--- src/design/tsq_pkg.sv ---
// ----------------------------------------------------------------------------
// tsq_pkg: shared types and constants for the timestamped ring queue
// Operation codes, fixed field widths and parameter defaults.
// ----------------------------------------------------------------------------
package tsq_pkg;

	localparam int DEFAULT_DEPTH     = 16;
	localparam int DEFAULT_PAYLOAD_W = 32;

	localparam int POS_W   = 4;
	localparam int FILL_W  = 5;
	localparam int STAMP_W = 32;

	typedef enum logic [1:0] {
		OP_PUSH   = 2'd0,
		OP_POP    = 2'd1,
		OP_PEEK   = 2'd2,
		OP_REMOVE = 2'd3
	} op_t;

endpackage

--- src/design/timestamped_queue_remove_at.sv ---
// ----------------------------------------------------------------------------
// timestamped_queue_remove_at: ring queue of stamped payloads
// Push, pop, peek at an offset and remove at an offset from the head. Entries
// live in one synchronous memory; remove closes the gap one entry per cycle.
// ----------------------------------------------------------------------------
//
//  channel | direction | handshake          | fields
//  --------+-----------+--------------------+-------------------------------------
//  request | in        | in_valid/in_stall  | op, payload_in, now_stamp, position
//  result  | out       | out_valid/out_stall| ok, payload_out, stamp_out,
//          |           |                    | fill_count, is_empty, is_full
//
// Push and any refused request go straight to the final state; pop and peek
// first pass through one memory read. Remove at an offset reads its entry, then
// shifts the later entries toward the head: each cycle the shift reads one entry
// and writes the previous one through the single read port. One request is in
// work at a time; a request is taken while the previous result still waits in
// the output register, and a stalled result holds the block in its final state.
// Reset clears head, tail and count; the memory is not cleared.
// ----------------------------------------------------------------------------
module timestamped_queue_remove_at #(
	parameter int DEPTH         = tsq_pkg::DEFAULT_DEPTH,
	parameter int PAYLOAD_WIDTH = tsq_pkg::DEFAULT_PAYLOAD_W
) (
	input  logic                         clk,
	input  logic                         arst_n,
	input  logic                         in_valid,
	output logic                         in_stall,
	input  tsq_pkg::op_t                 op,
	input  logic [PAYLOAD_WIDTH-1:0]     payload_in,
	input  logic [tsq_pkg::STAMP_W-1:0]  now_stamp,
	input  logic [tsq_pkg::POS_W-1:0]    position,
	output logic                         out_valid,
	input  logic                         out_stall,
	output logic                         ok,
	output logic [PAYLOAD_WIDTH-1:0]     payload_out,
	output logic [tsq_pkg::STAMP_W-1:0]  stamp_out,
	output logic [tsq_pkg::FILL_W-1:0]   fill_count,
	output logic                         is_empty,
	output logic                         is_full
);
	import tsq_pkg::*;

	localparam int SLOT_W  = (DEPTH > 1) ? $clog2(DEPTH) : 1;
	localparam int CNT_W   = $clog2(DEPTH + 1);
	localparam int EXT_W   = CNT_W + 1;
	localparam int CMP_W   = (CNT_W > POS_W) ? CNT_W : POS_W;
	localparam int SUM_W   = ((SLOT_W > POS_W) ? SLOT_W : POS_W) + 1;
	localparam int RING_W  = ((SLOT_W > CNT_W) ? SLOT_W : CNT_W) + 1;
	localparam int ENTRY_W = PAYLOAD_WIDTH + STAMP_W;

	localparam logic [SLOT_W-1:0] LAST_SLOT = SLOT_W'(DEPTH - 1);

	typedef enum logic [3:0] {
		S_IDLE  = 4'b0001,
		S_READ  = 4'b0010,
		S_SHIFT = 4'b0100,
		S_DONE  = 4'b1000
	} state_t;

	state_t              state_q;
	op_t                 op_q;
	logic [SLOT_W-1:0]   head_q;
	logic [SLOT_W-1:0]   tail_q;
	logic [CNT_W-1:0]    count_q;
	logic [SLOT_W-1:0]   cur_slot_q;
	logic [CNT_W-1:0]    off_q;
	logic                wr_pend_s1;
	logic [SLOT_W-1:0]   wr_slot_s1;

	logic                res_ok_q;
	logic [PAYLOAD_WIDTH-1:0] res_pay_q;
	logic [STAMP_W-1:0]  res_stamp_q;

	logic                out_valid_q;
	logic                ok_q;
	logic [PAYLOAD_WIDTH-1:0] payload_out_q;
	logic [STAMP_W-1:0]  stamp_out_q;
	logic [FILL_W-1:0]   fill_q;
	logic                empty_q;
	logic                full_q;

	logic [ENTRY_W-1:0]  mem [DEPTH];
	logic [ENTRY_W-1:0]  rd_data_q;

	logic                accept;
	logic                cnt_full;
	logic                cnt_zero;
	logic                pos_ok;
	logic [SUM_W-1:0]    pos_sum;
	logic [SLOT_W-1:0]   pos_slot;
	logic                shift_more;
	logic [SLOT_W-1:0]   next_slot;
	logic                out_free;

	logic                wr_en;
	logic [SLOT_W-1:0]   wr_addr;
	logic [ENTRY_W-1:0]  wr_data;
	logic                rd_en;
	logic [SLOT_W-1:0]   rd_addr;

	logic [RING_W-1:0]   ring_sum;
	logic [SLOT_W-1:0]   ring_tail;

	assign in_stall = (state_q != S_IDLE);
	assign accept   = in_valid && (state_q == S_IDLE);
	assign cnt_full = (count_q == CNT_W'(DEPTH));
	assign cnt_zero = (count_q == '0);
	assign pos_ok   = (CMP_W'(position) < CMP_W'(count_q));
	assign out_free = !out_valid_q || !out_stall;

	// offset is below the count here, so one subtract wraps it
	assign pos_sum  = SUM_W'(head_q) + SUM_W'(position);
	assign pos_slot = (pos_sum >= SUM_W'(DEPTH)) ? SLOT_W'(pos_sum - SUM_W'(DEPTH))
	                                             : SLOT_W'(pos_sum);

	assign shift_more = (EXT_W'(off_q) + EXT_W'(1)) < EXT_W'(count_q);
	assign next_slot  = (cur_slot_q == LAST_SLOT) ? '0 : cur_slot_q + SLOT_W'(1);

	always_comb begin
		wr_en   = 1'b0;
		wr_addr = tail_q;
		wr_data = {payload_in, now_stamp};
		rd_en   = 1'b0;
		rd_addr = head_q;
		case (state_q)
			S_IDLE: begin
				if (accept) begin
					case (op)
						OP_PUSH: begin
							wr_en = !cnt_full;
						end
						OP_POP: begin
							rd_en = !cnt_zero;
						end
						OP_PEEK, OP_REMOVE: begin
							rd_en   = pos_ok;
							rd_addr = pos_slot;
						end
						default: begin
							rd_en = 1'b0;
						end
					endcase
				end
			end
			S_SHIFT: begin
				// write the entry fetched last cycle one slot toward the head
				wr_en   = wr_pend_s1;
				wr_addr = wr_slot_s1;
				wr_data = rd_data_q;
				rd_en   = shift_more;
				rd_addr = next_slot;
			end
			default: begin
				wr_en = 1'b0;
			end
		endcase
	end

	always_ff @(posedge clk) begin
		if (wr_en) begin
			mem[wr_addr] <= wr_data;
		end
		if (rd_en) begin
			rd_data_q <= mem[rd_addr];
		end
	end

	always_ff @(posedge clk or negedge arst_n) begin
		if (!arst_n) begin
			state_q     <= S_IDLE;
			head_q      <= '0;
			tail_q      <= '0;
			count_q     <= '0;
			wr_pend_s1  <= 1'b0;
			out_valid_q <= 1'b0;
		end else begin
			// drop a taken result unless a new one loads in its place
			if (out_valid_q && !out_stall && state_q != S_DONE) begin
				out_valid_q <= 1'b0;
			end
			case (state_q)
				S_IDLE: begin
					if (accept) begin
						op_q        <= op;
						res_pay_q   <= '0;
						res_stamp_q <= '0;
						cur_slot_q  <= pos_slot;
						off_q       <= CNT_W'(position);
						case (op)
							OP_PUSH: begin
								res_ok_q <= !cnt_full;
								state_q  <= S_DONE;
								if (!cnt_full) begin
									tail_q  <= (tail_q == LAST_SLOT) ? '0 : tail_q + SLOT_W'(1);
									count_q <= count_q + CNT_W'(1);
								end
							end
							OP_POP: begin
								res_ok_q <= !cnt_zero;
								state_q  <= cnt_zero ? S_DONE : S_READ;
								if (!cnt_zero) begin
									head_q  <= (head_q == LAST_SLOT) ? '0 : head_q + SLOT_W'(1);
									count_q <= count_q - CNT_W'(1);
								end
							end
							default: begin
								res_ok_q <= pos_ok;
								state_q  <= pos_ok ? S_READ : S_DONE;
							end
						endcase
					end
				end
				S_READ: begin
					res_pay_q <= rd_data_q[ENTRY_W-1 -: PAYLOAD_WIDTH];
					if (op_q != OP_POP) begin
						res_stamp_q <= rd_data_q[STAMP_W-1:0];
					end
					state_q <= (op_q == OP_REMOVE) ? S_SHIFT : S_DONE;
				end
				S_SHIFT: begin
					wr_pend_s1 <= shift_more;
					wr_slot_s1 <= cur_slot_q;
					if (shift_more) begin
						cur_slot_q <= next_slot;
						off_q      <= off_q + CNT_W'(1);
					end else begin
						// last pending write lands this cycle; pull the tail back
						tail_q  <= (tail_q == '0) ? LAST_SLOT : tail_q - SLOT_W'(1);
						count_q <= count_q - CNT_W'(1);
						state_q <= S_DONE;
					end
				end
				S_DONE: begin
					if (out_free) begin
						out_valid_q <= 1'b1;
						state_q     <= S_IDLE;
					end
				end
				default: begin
					state_q <= S_IDLE;
				end
			endcase
		end
	end

	always_ff @(posedge clk) begin
		if (state_q == S_DONE && out_free) begin
			ok_q          <= res_ok_q;
			payload_out_q <= res_pay_q;
			stamp_out_q   <= res_stamp_q;
			fill_q        <= FILL_W'(count_q);
			empty_q       <= cnt_zero;
			full_q        <= cnt_full;
		end
	end

	assign out_valid   = out_valid_q;
	assign ok          = ok_q;
	assign payload_out = payload_out_q;
	assign stamp_out   = stamp_out_q;
	assign fill_count  = fill_q;
	assign is_empty    = empty_q;
	assign is_full     = full_q;

	// tail must sit count slots past head
	assign ring_sum  = RING_W'(head_q) + RING_W'(count_q);
	assign ring_tail = (ring_sum >= RING_W'(DEPTH)) ? SLOT_W'(ring_sum - RING_W'(DEPTH))
	                                                : SLOT_W'(ring_sum);

	a_ring_consistent: assert property (@(posedge clk) disable iff (!arst_n)
		(state_q == S_IDLE) |-> (ring_tail == tail_q))
		else $error("tail pointer disagrees with head and count");

	a_no_port_clash: assert property (@(posedge clk) disable iff (!arst_n)
		(wr_en && rd_en) |-> (wr_addr != rd_addr))
		else $error("memory read and write hit the same slot");

	a_result_from_done: assert property (@(posedge clk) disable iff (!arst_n)
		$rose(out_valid) |-> $past(state_q == S_DONE))
		else $error("result presented outside the final state");

	a_count_bound: assert property (@(posedge clk) disable iff (!arst_n)
		(count_q <= CNT_W'(DEPTH)) && !(out_valid && is_empty && is_full))
		else $error("entry count out of range");

endmodule
--- config.mk ---
export PLATFORM = sky130hd
export DESIGN_NAME = timestamped_queue_remove_at
export DESIGN_NICKNAME = d
export VERILOG_FILES = /design/src/design/tsq_pkg.sv /design/src/design/timestamped_queue_remove_at.sv
export SDC_FILE = /design/constraint.sdc
export NUM_CORES = 2
export LEC_CHECK = 0
export ABC_AREA = 0
export BUFFER_PORTS_ARGS = -buffer_cell sky130_fd_sc_hd__buf_2
export CORE_ASPECT_RATIO = 1.5
export CORE_MARGIN = 5
export CORE_UTILIZATION = 60
export CTS_CLUSTER_DIAMETER = 120
export DETAILED_ROUTE_END_ITERATION = 10
export PLACE_DENSITY = 0.77
export SYNTH_ARGS = -nofsm -noshare
export SYNTH_HDL_FRONTEND = slang
export SYNTH_SLANG_ARGS = --single-unit
--- constraint.sdc ---
create_clock -name clk -period 12.5 [get_ports clk]
set_input_delay 1.25 -clock clk [delete_from_list [all_inputs] [get_ports clk]]
set_output_delay 1.25 -clock clk [all_outputs]
set_load 0.005 [all_outputs]
==> impl_metrics.xml <==
<?xml version="1.0" encoding="UTF-8"?>
<metrics>
  <group name="run_status">
    <metric name="run_status" unit="">complete, no violations</metric>
  </group>
  <group name="floorplanning">
    <metric name="die_y" unit="µm">356</metric>
    <metric name="initial_core_utilization" unit="%">60.6</metric>
    <metric name="core_area" unit="µm²">79000</metric>
    <metric name="fp-row-count" unit="">126</metric>
    <metric name="dieWidth" unit="µm">241</metric>
    <metric name="design.die.area" unit="µm²">85600</metric>
    <metric name="pin_count" unit="">148</metric>
  </group>
  <group name="routing">
    <metric name="route.final.wire_length" unit="µm">112000</metric>
    <metric name="drt_iter0_drc" unit="">3503</metric>
    <metric name="routed_via_density" unit="">6.70</metric>
    <metric name="drt-wirelength-per-cell" unit="µm">31.1</metric>
    <metric name="first_pass_iters" unit="">5</metric>
    <metric name="vias" unit="">24184</metric>
    <metric name="drc_violation_count_after_routing" unit="">0</metric>
    <metric name="postRouteAntennaNets" unit="">0</metric>
  </group>
  <group name="sta">
    <metric name="finClkSkew" unit="ps">45.0</metric>
    <metric name="timing.final.crit_share" unit="%">49.8</metric>
    <metric name="drv_slew" unit="">0</metric>
    <metric name="worstMarginPinSlew" unit="ps">1250</metric>
    <metric name="timing.setup.tns" unit="ps">0</metric>
    <metric name="worst_slew_margin_rel" unit="%">16.8</metric>
    <metric name="final_period_minus_worst_setup_slack" unit="ps">6220</metric>
    <metric name="final_hold_vios" unit="">0</metric>
    <metric name="setup_viol" unit="">0</metric>
    <metric name="rsz_0062_raised_after_global_routing" unit="">false</metric>
    <metric name="timing.hold.ws" unit="ps">387</metric>
    <metric name="fmax" unit="MHz">161</metric>
  </group>
  <group name="yosys">
    <metric name="ys_seq_elements" unit="">1259</metric>
    <metric name="synth-edff-count" unit="">1240</metric>
    <metric name="synth_cell_type_count" unit="">50</metric>
    <metric name="portion_of_synthesized_cell_area_occupied_by_the_leading_cell_type" unit="%">77.8</metric>
    <metric name="syn_inst_count" unit="">2312</metric>
    <metric name="synthesis.yosys.warnings" unit="">0</metric>
    <metric name="synth_flop_cell" unit="">edfxtp_1</metric>
    <metric name="synth.top_cells.by_count" unit="">1240 x edfxtp_1, 297 x nand2_1, 256 x mux4_2, 129 x a22oi_1, 69 x and2_1</metric>
    <metric name="syn_nets" unit="">2406</metric>
    <metric name="asyncSetResetFlopFracSynth" unit="%">1.51</metric>
    <metric name="synthDominantAreaCellType" unit="">edfxtp_1</metric>
    <metric name="ys_seq_area_share" unit="%">78.8</metric>
    <metric name="post-synth-top-count-cell" unit="">edfxtp_1</metric>
    <metric name="mean_area_per_synthesized_cell" unit="µm²">20.7</metric>
    <metric name="synth.top_cells.by_area" unit="">edfxtp_1 78%, mux4_2 12%, nand2_1 2.3%, a22oi_1 2.0%, dfrtp_1 0.94%</metric>
    <metric name="netlist_area_before_placement" unit="µm²">47800</metric>
  </group>
  <group name="clock_tree">
    <metric name="cts_tree" unit="">yes</metric>
    <metric name="worst_setup_hold_path_clk_slew" unit="ps">60</metric>
    <metric name="clk-insertion-delay-late" unit="ps">700</metric>
    <metric name="worst_case_clock_buffer_depth" unit="">3</metric>
    <metric name="cts_htree_levels" unit="">3</metric>
    <metric name="clock-root-buffer" unit="">clkbuf_16</metric>
    <metric name="cts_sinks" unit="">1259</metric>
    <metric name="cts-resized-gates" unit="">0</metric>
    <metric name="total_cts_buffers" unit="">106</metric>
    <metric name="cts_hold_buffers" unit="">0</metric>
    <metric name="postCtsSetupBuffers" unit="">0</metric>
  </group>
  <group name="setup_path">
    <metric name="crit_path_start_kind" unit="">flop</metric>
    <metric name="startpoint" unit="">state_q[1]</metric>
    <metric name="cp.arrival" unit="ps">6620</metric>
    <metric name="endpoint_kind_of_the_worst_setup_timing_path" unit="">flop</metric>
    <metric name="critPathKind" unit="">reg2reg</metric>
    <metric name="cp_cell_sequence" unit="">nor4b_2 -&gt; buf_4 -&gt; buf_4 -&gt; and2_1 -&gt; a221o_4 -&gt; buf_4 -&gt; buf_4 -&gt; mux4_2 -&gt; a22oi_1 -&gt; nand2_1</metric>
    <metric name="worst_ep_required_time" unit="ps">12900</metric>
    <metric name="worst_path_max_delay_cell" unit="">buf_4</metric>
    <metric name="cp_common_cell" unit="">buf_4</metric>
    <metric name="worstPathMaxFanout" unit="">71</metric>
    <metric name="critPathMaxStageDelay" unit="ps">950</metric>
    <metric name="critical_path.reg2reg.startpoint" unit="">state_q[1]</metric>
  </group>
  <group name="global_route">
    <metric name="grt_max_degree" unit="">73</metric>
    <metric name="grt_pass1_wl" unit="µm">165000</metric>
    <metric name="grt_overflow" unit="">0</metric>
    <metric name="global_route_total_usage_across_every_layer" unit="%">26.5</metric>
    <metric name="grt_pass1_vias" unit="">25086</metric>
    <metric name="antenna_found_initial" unit="">2</metric>
  </group>
  <group name="place">
    <metric name="place.detailed.hpwl" unit="µm">52100</metric>
    <metric name="place.gp.congestion" unit="">0.768</metric>
    <metric name="port_buffers" unit="">147</metric>
  </group>
  <group name="pwr">
    <metric name="ir_worst_vdd" unit="mV">0.258</metric>
    <metric name="fin_total_pwr" unit="mW">11.3</metric>
    <metric name="power.leakage" unit="nW">17.4</metric>
    <metric name="power.density" unit="nW/µm²">212</metric>
  </group>
  <group name="layout">
    <metric name="final_nets" unit="">2592</metric>
    <metric name="num_antenna_cells" unit="">0</metric>
    <metric name="fraction_of_layout_instances_using_a_drive_strength_above_1" unit="%">24.6</metric>
    <metric name="area_growth" unit="%">11.5</metric>
  </group>
  <group name="hold_path">
    <metric name="worst_hold_startpoint" unit="">res_stamp_q[22]</metric>
    <metric name="hold_crit_class" unit="">reg2reg</metric>
  </group>
  <group name="flow_run">
    <metric name="max-cap-violations" unit="">0</metric>
  </group>
</metrics>
[metal layers]
metal,wire [µm],part of all wire (%),vias to the layer above,global-route usage [%]
li1,-,-,9775,-
met1,39400,35,12422,36.5
met2,56600,50,1752,43.7
met3,12600,11,235,5.02
met4,3550,3.2,0,8.63
met5,0,0,-,0
[power breakdown]
group	total [mW]	switching [mW]	internal, mW
clock	3.34	1.50	1.83
combinational	2.84	1.58	1.26
sequential	5.10	0.127	4.98
total	11.3	3.21	8.07
[kinds of logic (layout without fill, tap and decap cells)]
kind of cell / after synthesis / count (layout) / share of synthesized area [%]
buf+inv: 121 / 394 / 1.24
compound gates: 198 / 198 / 2.96
flops: 1259 / 1259 / 78.8
xor+xnor: 14 / 14 / 0.256
mux: 259 / 259 / 12.1
simple gates: 441 / 441 / 4.06
fa+ha+maj: 20 / 20 / 0.539
[worst max-delay path, delay by kind of cell (launching register included)]
family          cells  cell delay, ps
buf+inv             4            3270
compound gates      2             950
simple gates        3             680
flops               1             470
mux                 1             420
[final timing paths]
kind                            endpoint  slack [ps]  cells after the start
setup / recovery           rd_data_q[24]        6280                     10
hold / removal             stamp_out[22]         390                      0
setup reg to reg           rd_data_q[24]        6280                     10
hold reg to reg            stamp_out[22]         390                      0
max in group asynchronous     state_q[0]       11560                      1
min in group asynchronous     count_q[2]         560                      1
[stage by stage]
step	std cells	cell area [µm²]	utilization [%]	setup WS [ps]
6_report	3609	53400	67.6	6280
5_1_grt	3609	53400	67.6	5930
4_1_cts	3609	53400	67.6	6320
3_5_place_dp	3414	49800	63.1	6390
3_3_place_gp	3414	49800	63.1	6500
2_1_floorplan	2312	47800	-	5270
[flip-flops by register name, summed over array words and instances (netlist names), 5 cells and up]
signal,cells
mem,1024
res_pay_q,32
fill_count,5
payload_out,32
count_q,5
off_q,5
stamp_out,32
res_stamp_q,32
rd_data_q,64
[placed cells by master (no fill, tap or decap), drive strengths merged, types with 3 or more instances in the layout]
master	count
o31ai	4
inv	15
xnor2	10
mux4	256
nand2	297
nor4b	3
and3	5
nor2	41
ha	19
and2	69
edfxtp	1240
bufinv	12
a21oi	14
xor2	4
buf	187
a31oi	8
clkinvlp	11
a21o	6
a221o	3
nor3	4
clkbuf	123
o21a	4
a22oi	129
dfrtp	18
nand4	4
or4b	3
clkinv	46
o21ai	16
nand3	8
a21boi	5
[area by class of cell]
class                      instances  area, µm²
tap                             1024       1280
multi-input combinational        932       9760
inverter                          12       45.0
clock inverter                    72        786
sequential                      1259      37700
fill                            4724      25600
clock buffer                     123       2740
timing repair buffer             187       1040
Note: power is estimated with default switching activity, not from simulation.
